`src/hw/rtl/iperq_pkg.sv`:
```
package iperq_pkg;

  localparam int EVENT_DEPTH = 64;
  localparam int BAN_DEPTH   = 16;

  localparam int EV_AW = (EVENT_DEPTH > 1) ? $clog2(EVENT_DEPTH) : 1;
  localparam int BN_AW = (BAN_DEPTH > 1) ? $clog2(BAN_DEPTH) : 1;
  localparam int BN_CW = $clog2(BAN_DEPTH + 1);

  localparam int FUNC_W     = 2;
  localparam int ADDR_W     = 32;
  localparam int TIME_W     = 32;
  localparam int LIMIT_W    = 7;
  localparam int SEC_W      = 16;
  localparam int COUNT_W    = 7;
  localparam int CFG_IDX_W  = 2;
  localparam int CFG_DATA_W = 16;
  localparam int IN_W       = 72;
  localparam int OUT_W      = 16;

  localparam logic [FUNC_W-1:0] FUNC_REPORT = 2'd0;
  localparam logic [FUNC_W-1:0] FUNC_QUERY  = 2'd1;
  localparam logic [FUNC_W-1:0] FUNC_LIFT   = 2'd2;

  localparam logic [CFG_IDX_W-1:0] CFG_EVENT_LIMIT = 2'd0;
  localparam logic [CFG_IDX_W-1:0] CFG_WINDOW      = 2'd1;
  localparam logic [CFG_IDX_W-1:0] CFG_BAN_TIME    = 2'd2;

  localparam logic [LIMIT_W-1:0] LIMIT_RST  = 7'd5;
  localparam logic [SEC_W-1:0]   WINDOW_RST = 16'd60;
  localparam logic [SEC_W-1:0]   BAN_RST    = 16'd600;

  localparam logic [COUNT_W-1:0] COUNT_MAX = '1;

  typedef struct packed {
    logic capture;
    logic ev_wr;
    logic ev_rd;
    logic bn_rd;
    logic bn_rd_last;
    logic lift_wr;
    logic decide;
    logic out_load;
  } ctrl_cmd_t;

  typedef struct packed {
    logic [FUNC_W-1:0] func;
    logic              ev_last;
    logic              bn_last;
    logic              bn_empty;
    logic              lift_found;
    logic              out_busy;
    logic [BN_CW-1:0]  ban_used;
  } dp_stat_t;

endpackage

```
`src/hw/rtl/iperq_ctrl.sv`:
```
module iperq_ctrl (
  input  logic                          clk,
  input  logic                          rst,
  input  logic                          in_valid,
  input  logic [iperq_pkg::FUNC_W-1:0]  in_func,
  output logic                          in_ready,
  input  iperq_pkg::dp_stat_t           stat,
  output iperq_pkg::ctrl_cmd_t          cmd
);
  import iperq_pkg::*;

  typedef enum logic [3:0] {
    S_IDLE, S_EV_WR, S_EV_SCAN, S_EV_DRAIN, S_DECIDE,
    S_BN_SCAN, S_BN_DRAIN, S_BN_DONE, S_LIFT_RD, S_LIFT_WR, S_FIN
  } state_t;

  state_t state;

  assign in_ready = (state == S_IDLE) && !rst;

  always_comb begin
    cmd            = '0;
    cmd.capture    = in_ready && in_valid;
    cmd.ev_wr      = (state == S_EV_WR);
    cmd.ev_rd      = (state == S_EV_SCAN);
    cmd.bn_rd      = (state == S_BN_SCAN);
    cmd.decide     = (state == S_DECIDE);
    cmd.bn_rd_last = (state == S_LIFT_RD);
    cmd.lift_wr    = (state == S_LIFT_WR);
    cmd.out_load   = (state == S_FIN) && !stat.out_busy;
  end

  always_ff @(posedge clk) begin
    if (rst) begin
      state <= S_IDLE;
    end else begin
      unique case (state)
        S_IDLE: begin
          if (in_valid) begin
            unique case (in_func)
              FUNC_REPORT: state <= S_EV_WR;
              FUNC_QUERY, FUNC_LIFT: state <= stat.bn_empty ? S_FIN : S_BN_SCAN;
              default: state <= S_FIN;
            endcase
          end
        end
        S_EV_WR:    state <= S_EV_SCAN;
        S_EV_SCAN:  if (stat.ev_last) state <= S_EV_DRAIN;
        S_EV_DRAIN: state <= S_DECIDE;
        S_DECIDE:   state <= S_FIN;
        S_BN_SCAN:  if (stat.bn_last) state <= S_BN_DRAIN;
        S_BN_DRAIN: state <= S_BN_DONE;
        S_BN_DONE: begin
          if (stat.func == FUNC_LIFT && stat.lift_found) state <= S_LIFT_RD;
          else state <= S_FIN;
        end
        S_LIFT_RD:  state <= S_LIFT_WR;
        S_LIFT_WR:  state <= S_FIN;
        S_FIN:      if (!stat.out_busy) state <= S_IDLE;
        default:    state <= S_IDLE;
      endcase
    end
  end

endmodule

```
`config.mk`:
```
export PLATFORM = sky130hd
export DESIGN_NAME = iperq_ctrl
export DESIGN_NICKNAME = d
export VERILOG_FILES = /design/src/hw/rtl/iperq_pkg.sv /design/src/hw/rtl/iperq_ctrl.sv
export SDC_FILE = /design/constraint.sdc
export NUM_CORES = 1
export LEC_CHECK = 0
export CORE_AREA = 10 10 47 49
export DETAILED_ROUTE_END_ITERATION = 8
export DIE_AREA = 0 0 57 59
export DONT_BUFFER_PORTS = 1
export GPL_TIMING_DRIVEN = 1
export PLACE_DENSITY = 0.45
export SETUP_SLACK_MARGIN = 0.1
export SLEW_MARGIN = 20
export SYNTH_ARGS = -nofsm -noshare
export SYNTH_HDL_FRONTEND = slang
export SYNTH_SLANG_ARGS = --single-unit
```
`constraint.sdc`:
```
create_clock -name clk -period 1.45 [get_ports clk]
set_input_delay 0.29 -clock clk [delete_from_list [all_inputs] [get_ports clk]]
set_output_delay 0.29 -clock clk [all_outputs]
set_load 0.1 [all_outputs]
```
# Word-level counts from Yosys, hierarchy flattened

Index checks and enable logic that the tools add are counted.

Equal/unequal tests: 17
Muxes and demuxes: 8
Reduce and logical (&&, ||, !) cells: 11

Operators with widths:

| cell               | number |
|---|---|
| $pmux 4 s10        | 1 |
| $mux 4             | 5 |
| $eq 4x3->1 const B | 4 |
| $eq 4x4->1 const B | 3 |
| $eq 4x2->1 const B | 2 |
| $ne 2x2->1 const B | 4 |
| $pmux 4 s2         | 1 |
| $eq 2x2->1 const B | 2 |
| $eq 4x1->1 const B | 1 |
| $logic_and 1x1->1  | 4 |
| $logic_not 4->1    | 1 |
| $reduce_and 4->1   | 1 |
| $reduce_or 2->1    | 2 |
| $eq 2x1->1 const B | 1 |
| $logic_not 1->1    | 2 |
| $logic_not 2->1    | 1 |
| $mux 2             | 1 |

Bits in registers: 4
Input bits: 17
Output and inout port bits: 9
Word-level logic and storage cells: 37

# Longest topological paths before layout

Gate-level depths: netlist of run 1.

Word-level depth: 5
Mapped depth: 6

# Worst setup path before layout of run 1

Ideal clock, no wire load.

Path type: register -> output
From: register state[3]
To: output cmd[7] (netlist name)
Arrival: 3.704 ns
Slack: -2.544 ns
Cell stages (with the launch flop): 4
Path buffers: 0
Path through: dfxtp_1 -> or2_2 -> nor3_1 -> and2_1

RTL lines:

| element                | line             | RTL |
|---|---|---|
| from (decl)            | iperq_ctrl.sv:17 | `state_t state;` |
| from (signal assigned) | iperq_ctrl.sv:42 | `FUNC_QUERY, FUNC_LIFT: state <= stat.bn_empty ? S_FIN : S_BN_SCAN;` |
| to (decl)              | iperq_ctrl.sv:8  | `output iperq_pkg::ctrl_cmd_t cmd` |

==> results of run 1 <==
==> stage by stage <==
stage	util [%]	setup TNS (ps)	area [µm²]
after global placement	51.2	-136	718
after global routing	63.9	-2010	896
final	63.9	-1420	896
after CTS	59.9	-1390	840
after detailed placement	51.2	-155	718
after floorplan	-	-2870	497
==> cell families (layout without fill, tap and decap cells) <==
group / after synthesis / in the layout / synth area share [%]
AOI/OAI and AO/OA: 18 / 18 / 25.6
adders and majority gates: 2 / 2 / 5.70
buffers and inverters: 7 / 28 / 8.55
DFF: 4 / 4 / 18.2
muxes: 1 / 1 / 2.56
and+or+nand+nor: 30 / 30 / 39.3
==> where the power goes <==
group / switching, mW / internal, mW / leakage (nW)
Combinational: 1.24 / 0.951 / 0.302
Clock: 0.0423 / 0.0924 / 0.0138
Sequential: 0.0477 / 0.177 / 0.0347
Total: 1.33 / 1.22 / 0.350
==> repair_timing <==
item | 4_1_cts | 5_1_grt
hold buffers | 0 | 0
endpoints found under the setup margin | 13 | 13
gates cloned | 0 | 0
buffers inserted | 4 | 2
resized for setup | 19 | 12
pin swaps | 9 | 12
==> final cells by class <==
type                    count  area [µm²]
flip-flops and latches      4        87.6
repair buffers             22         289
inverters                   3        11.3
clock buffers               3        22.5
well taps                  16        20.0
multi-input cells          51         465
fillers                   129         505
==> worst register-to-register path, delay by kind of cell, from the launching register on <==
kind,cells,cell delay [ps]
AND/OR/NAND/NOR,2,680
flip-flops,1,340
buffers and inverters,2,250
AO/OA/AOI/OAI,2,220
==> final timing paths <==
check                              from                    end  slack, ps  depth (start not counted)
setup reg to reg  state[2]$_SDFFE_PP0P_  state[3]$_SDFFE_PP0P_       -110                          6
setup / recovery  state[0]$_SDFFE_PP0P_                 cmd[5]       -240                          4
hold / removal                  stat[5]  state[3]$_SDFFE_PP0P_        240                          2
hold reg to reg   state[3]$_SDFFE_PP0P_  state[3]$_SDFFE_PP0P_        700                          3
==> per-layer routing <==
layer | share of wire (%) | global-route usage, % | routed length [µm] | up-vias
met2 | 51 | 14.7 | 830 | 23
li1 | - | - | - | 270
met4 | 1.4 | 2.01 | 23 | 0
met3 | 11 | 4.94 | 174 | 2
met1 | 37 | 9.11 | 614 | 252
met5 | 0 | 0 | 0 | -
==> Yosys cell counts, drive strengths merged, types with 2 or more instances <==
library cell | count | share of area [%]
nor3b | 2 | 3.4
a31oi | 2 | 2.8
nand3b | 2 | 3.4
nand2b | 5 | 7.1
o21ai | 6 | 6.8
a21oi | 4 | 4.6
nor2 | 8 | 6.8
or3 | 2 | 2.8
or2 | 2 | 3.4
inv | 3 | 2.6
ha | 2 | 5.7
dfxtp | 4 | 18
nand2 | 3 | 2.6
buf | 4 | 6.0
==> flow_metrics.tcl, run 1 <==
set metrics [dict create \
    synth_ff_type "dfxtp_1" \
    first_pass_iters 4 \
    final_common_cell "buf_4" \
    dpl.cell_count 91 \
    core-area_mm2 0.00140 \
    reg.largest.list "state: 4 flops" \
    fin_crit_sh_pct 117 \
    antenna_cells 0 \
    skew_ps 1.43 \
    path_cells "or3b_4 -> buf_4 -> nor2_4 -> buf_12" \
    total_power_mw 2.55 \
    most-common-layout-cells "buf_4 (10), buf_12 (9), nor2_4 (6)" \
    setup_viol 13 \
    cp.arrival_ps 1400 \
    final_max_slew_viol_count 0 \
    status "complete, but fails checks" \
    rsz0062_at_grt "true" \
    powerDensity_mw_per_mm2 2850 \
    holdWs_ps 240 \
    p_leak_nw 0.350 \
    crit_fanout 4 \
    start_kind "register" \
    final.setup.worst_slack_ps -240 \
    gp_congestion 0.837 \
    cpLargestDelayFamily "simple AND/OR/NAND/NOR gates" \
    slowest_delay_ps 420 \
    cts-root-buf "clkbuf_4" \
    top_register "state" \
    io_pins 26 \
    finalHoldViolCount 0 \
    grt_pass1_wl_um 2450 \
    wl_per_cell_um 16.6 \
    antenna_found_initial 0 \
    syn_inst 62 \
    vias 547 \
    first_global_vias 550 \
    fp.dieH_um 59 \
    clk_latency_ps 230 \
    period_needed_ps 1690 \
    area_growth_pct 104 \
    critPathBufInv 2 \
    fmax_mhz 592 \
    cts_buffer_depth 2 \
    rows 14 \
    critPathSlowestCell "or3b_4" \
    seq_area_frac_synth_pct 18.2 \
    required_ps 1160 \
    portBuffers 0 \
    gr-total-overflow 0 \
    cts_tree "built" \
    peakVddDrop_v 0.00139 \
    drive_above_1_share_pct 65.1 \
    initial_core_util_pct 31.3 \
    syn_area_per_cell_um2 7.08 \
    cts.clk_slew.worst_paths_ps 40 \
    cts_buffers 3 \
    largest_reg_flops 4 \
    syn-num-nets 81 \
    synth_area_um2 439 \
    synth_edf_count 0 \
    hp-class "in -> reg" \
    fin_cells 99 \
    drt_iter0_markers 6 \
    dp_hpwl_um 1090 \
    grt_max_degree 14 \
    dieArea_mm2 0.00336 \
    nets 104 \
    vias_per_cell 5.53 \
    slew_headroom_pct 72.1 \
    ys_warn_count 0 \
    violations "negative setup slack" \
    h-tree-depth 1 \
    path_class "reg -> out" \
    clock_sinks 4 \
    die-width_um 57 \
    synthArstFlopShare_pct 0 \
    ys_ff_latch 4 \
    synth_cell_types 29 \
    drv_cap 0 \
    worstSetupEndpointType "output port" \
    dp_slack_ps -59.2 \
    routed_wirelength_um 1640 \
    grt.total_usage_pct 8.68 \
    drc 0 \
    worstMarginPinSlew_ps 407 \
    ant_nets 0 \
]
Note: power is estimated with default switching activity, not from simulation.
==> inputs of run 2 (changes only) <==
- PLACE_DENSITY: 0.45 -> 0.46
- clock period: 1.45 -> 1.4 ns (I/O delays scaled with it)
==> run 2 against run 1 <==
Net effect:
- the flow still finishes with violations (negative setup slack)
- cell count unchanged
- core utilization increased by 0.18 points
- count of clock-buffer cells in the layout is the same
- combinational power grew 3%
- highest routed layer is now met3
- sequential power up 5%
- critical endpoint is now cmd[7]
- flip-flop and latch count unchanged
- first-iteration DRC count is 33% higher
- total power grew 2.7%
- critical path depth grew 1
- non-clock buffer count did not move
- die area unchanged
==> flow_metrics.tcl, run 2 (synthesis gave the netlist of run 1 again) <==
set metrics [dict create \
    cts_tree "built" \
    crit-reg2reg-launch "state[0]$_SDFFE_PP0P_" \
    tns_ps -1950 \
    first_pass_iters 4 \
    cts_buffers 3 \
    portBuffers 0 \
    gr-total-overflow 0 \
    nets 104 \
    drive_above_1_share_pct 65.1 \
    dieArea_mm2 0.00336 \
    min_to "state[3]$_SDFFE_PP0P_" \
    rows 14 \
    dpl-instance-area_um2 739 \
    grt.total_usage_pct 9.13 \
    worstSetupEndpointType "output port" \
    fillers 110 \
    r2r_cells 6 \
    hold_depth 2 \
    finalHoldViolCount 0 \
    cp.arrival_ps 1400 \
    fp.dieH_um 59 \
    vias_per_cell 5.37 \
    path_cells "buf_6 -> or2_4 -> nor3_4 -> and2_4 -> buf_12" \
    crit_fanout 3 \
    critPathBufInv 2 \
    vias 532 \
    grt_max_degree 14 \
    critPathSlowestCell "dfxtp_2" \
    status "complete, but fails checks" \
    drt_iter0_markers 8 \
    reg.largest.list "state: 4 flops" \
    start_kind "register" \
    required_ps 1120 \
    grt_pass1_wl_um 2590 \
    clk_latency_ps 230 \
    antenna_found_initial 0 \
    slowest_delay_ps 320 \
    core-area_mm2 0.00140 \
    gp_congestion 0.790 \
    h-tree-depth 1 \
    dpl.cell_count 93 \
    ant_nets 0 \
    skew_ps 0.303 \
    cts.clk_slew.worst_paths_ps 40 \
    hp-class "in -> reg" \
    cts_buffer_depth 2 \
    total_power_mw 2.62 \
    fmax_mhz 596 \
    wl_per_cell_um 14.7 \
    slew_headroom_pct 81.7 \
    most-common-layout-cells "buf_12 (9), buf_4 (9), nor2_4 (6)" \
    final.setup.worst_slack_ps -278 \
    top_register "state" \
    worstMarginPinSlew_ps 273 \
    first_global_vias 579 \
    fin_cells 99 \
    peakVddDrop_v 0.00150 \
    r2r_setup_slack_ps -130 \
    antenna_cells 0 \
    initial_core_util_pct 31.3 \
    area_growth_pct 105 \
    period_needed_ps 1680 \
    io_pins 26 \
    path_class "reg -> out" \
    die-width_um 57 \
    drv_cap 0 \
    final_util_pct 64.1 \
    rsz0062_at_grt "true" \
    powerDensity_mw_per_mm2 2920 \
    rr_endpoint "state[3]$_SDFFE_PP0P_" \
    drc 0 \
    cpLargestDelayFamily "simple AND/OR/NAND/NOR gates" \
    dp_hpwl_um 1100 \
    clock_sinks 4 \
    post-route-cell-area_um2 898 \
    hold_start "stat[5]" \
    routed_wirelength_um 1460 \
    largest_reg_flops 4 \
    cts-root-buf "clkbuf_4" \
    p_leak_nw 0.351 \
    fin_crit_sh_pct 120 \
    final_max_slew_viol_count 0 \
    setup_viol 13 \
    violations "negative setup slack" \
]
run 2: cell counts in the layout (fill, tap and decap cells not counted):
No cell type changed its count.
run 2: metrics by stage:
stage,hold slack (ps),setup WS [ps]
after floorplan,437,-808
after global placement,454,-104
after detailed placement,456,-98.4
after CTS,205,-293
after global routing,223,-338
final,218,-278
run 2: worst register-to-register path, delay by kind of cell (launching register included):
kind	cells	cell delay, ps
buf+inv	2	250
flops	1	320
compound gates	2	220
simple gates	2	660
run 2: where the power goes:
part	total [mW]	leakage [nW]	switching, mW	internal [mW]
sequential	0.236	0.0344	0.0559	0.180
clock	0.141	0.0138	0.0454	0.0958
combinational	2.25	0.303	1.26	0.989
run 2: layer usage:
layer  part of all wire [%]  wire, µm  GRT usage [%]  up-vias
met2                     48       696           14.4       22
met3                    9.6       140           4.29        0
met1                     43       622           10.8      246
met5                      0         0              0        -
li1                       -         -              -      264
met4                      0         0           2.35        0
run 2: final cells by class:
type	count	area (µm²)	area share (%)
Inverter	3	11.3	1.25
Clock buffer	3	22.5	2.51
Multi-Input combinational cell	51	467	51.9
Sequential cell	4	85.1	9.47
Tap cell	16	20.0	2.23
Timing Repair Buffer	22	293	32.6
run 2: how the worst max path moves through the flow:
stage | startpoint | end | slack, ps | depth (start not counted)
5_1_grt | state[1]$_SDFFE_PP0P_ | cmd[7] | -340 | 5
2_1_floorplan | state[0]$_SDFFE_PP0P_ | cmd[7] | -810 | 4
3_5_place_dp | state[2]$_SDFFE_PP0P_ | cmd[5] | -100 | 4
4_1_cts | state[0]$_SDFFE_PP0P_ | cmd[0] | -290 | 3
3_3_place_gp | state[2]$_SDFFE_PP0P_ | cmd[5] | -100 | 4
6_report | state[1]$_SDFFE_PP0P_ | cmd[7] | -280 | 5
run 2: repair_timing:
item | CTS | global route
resized for setup | 26 | 4
setup buffers | 3 | 0
endpoints found under the hold margin | 0 | 0
setup endpoints to repair | 13 | 13
hold buffers | 0 | 0
pin swaps | 13 | 5
==> inputs of run 3 (changes only) <==
- SKIP_CTS_REPAIR_TIMING: unset -> 1
==> run 3 against run 2 <==
Net effect:
- the run still ends with negative setup slack left
- die area is the same
- core utilization shrank 5.8 points
- routed wire length shrank 6.4%
- combinational power shrank 12%
- global-route usage shrank 0.99 points
- critical endpoint is now cmd[0]
==> flow_metrics.tcl, run 3 (synthesis gave the netlist of run 1 again) <==
set metrics [dict create \
    drv_cap 0 \
    drive_above_1_share_pct 55.0 \
    slowest_delay_ps 420 \
    holdWs_ps 227 \
    antenna_cells 0 \
    finalHoldViolCount 0 \
    final.setup.worst_slack_ps -284 \
    fin_crit_sh_pct 120 \
    fmax_mhz 594 \
    first_global_vias 521 \
    gr-total-overflow 0 \
    portBuffers 0 \
    nets 101 \
    slew_headroom_pct 81.6 \
    final_max_slew_viol_count 0 \
    fillers 123 \
    drt_iter0_markers 9 \
    power_switching_mw 1.27 \
    vias 518 \
    p_sw_share_pct 53.9 \
    multi_input_comb_area_um2 434 \
    required_ps 1120 \
    p_seq_share_pct 9.7 \
    gp_congestion 0.790 \
    most-common-layout-cells "buf_4 (10), buf_12 (8), nor2_4 (6), o21ai_0 (6)" \
    largest_reg_flops 4 \
    path_cells "or3b_4 -> nor3b_4 -> buf_12" \
    crit_fanout 5 \
    peakVddDrop_v 0.00146 \
    final_common_cell "buf_4" \
    area_growth_pct 86.0 \
    dieArea_mm2 0.00336 \
    core-area_mm2 0.00140 \
    cts-root-buf "clkbuf_4" \
    routed_wirelength_um 1370 \
    hp-class "in -> reg" \
    seq_area_um2 82.6 \
    path_class "reg -> out" \
    worstSetupEndpointType "output port" \
    grt_max_degree 14 \
    rsz0062_at_grt "true" \
    start_kind "register" \
    critPathSlowestCell "or3b_4" \
    worstMarginPinSlew_ps 279 \
    clk_latency_ps 230 \
    initial_core_util_pct 31.3 \
    setup_viol 9 \
    skew_ps 0.493 \
    antenna_found_initial 0 \
    grt.total_usage_pct 8.13 \
    period_needed_ps 1680 \
    top_register "state" \
    cts.clk_slew.worst_paths_ps 40 \
    die-width_um 57 \
    cts_tree "built" \
    vias_per_cell 5.40 \
    p_comb_share_pct 84.2 \
    first_pass_iters 2 \
    wl_per_cell_um 14.2 \
    reg.largest.list "state: 4 flops" \
    h-tree-depth 1 \
    powerDensity_mw_per_mm2 2880 \
    fp.dieH_um 59 \
    io_pins 26 \
    grt_pass1_wl_um 2320 \
    pwr-share-clk_pct 6.0 \
    ant_nets 0 \
    cp.arrival_ps 1400 \
    cts_buffer_depth 2 \
    dpl-instance-area_um2 739 \
    cellInternalPower_mw 1.08 \
    dp_hpwl_um 1100 \
    rows 14 \
    p_leak_nw 0.321 \
    violations "negative setup slack" \
    tns_ps -2010 \
    drc 0 \
    r2r_setup_slack_ps 0 \
    final_util_pct 58.3 \
    dp_slack_ps -98.4 \
    cts_buffers 3 \
    post-route-cell-area_um2 817 \
    clock_sinks 4 \
    status "complete, but fails checks" \
]
-- run 3: changes by cell type in the layout (fill, tap and decap cells not counted), sizes merged --
| cell | before | now |
|---|---|---|
| buf | 22 | 19 |
-- run 3: final timing paths --
kind,from,to,cells after the start
worst max-delay path,state[0]$_SDFFE_PP0P_,cmd[0],3
worst max register to register,state[3]$_SDFFE_PP0P_,state[2]$_SDFFE_PP0P_,4
worst min-delay path,stat[5],state[3]$_SDFFE_PP0P_,2
worst min register to register,state[3]$_SDFFE_PP0P_,state[3]$_SDFFE_PP0P_,3
-- run 3: critical path, delay by kind of cell (launching register included) --
kind / cells / cell delay (ps)
simple gates: 2 / 640
flops: 1 / 330
buf+inv: 1 / 200
-- run 3: through the flow --
step / power (mW) / cells
after detailed placement: 2.07 / 93
after floorplan: 1.49 / 62
final: 2.35 / 96
after CTS: 2.22 / 96
after global routing: 2.50 / 96
after global placement: 2.06 / 93
-- run 3: metal layers --
layer / share of wire (%) / track usage (%) / up-vias
met5: 0 / 0 / -
met3: 11 / 4.72 / 0
met2: 45 / 12.1 / 23
met4: 0 / 2.01 / 0
li1: - / - / 261
met1: 44 / 9.76 / 234
-- run 3: cell type report --
type | count | share of cell area [%]
multi-input cells | 51 | 53.1
repair buffers | 19 | 30.2
flip-flops and latches | 4 | 10.1
clock buffers | 3 | 2.76
well taps | 16 | 2.45
inverters | 3 | 1.38
-- run 3: power groups by stage --
stage	Clock, mW	Sequential [mW]	Combinational, mW
after global routing	0.156	0.237	2.11
after CTS	0.148	0.223	1.85
after global placement	0	0.225	1.83
after floorplan	0	0.202	1.29
after detailed placement	0	0.223	1.84
final	0.141	0.229	1.98
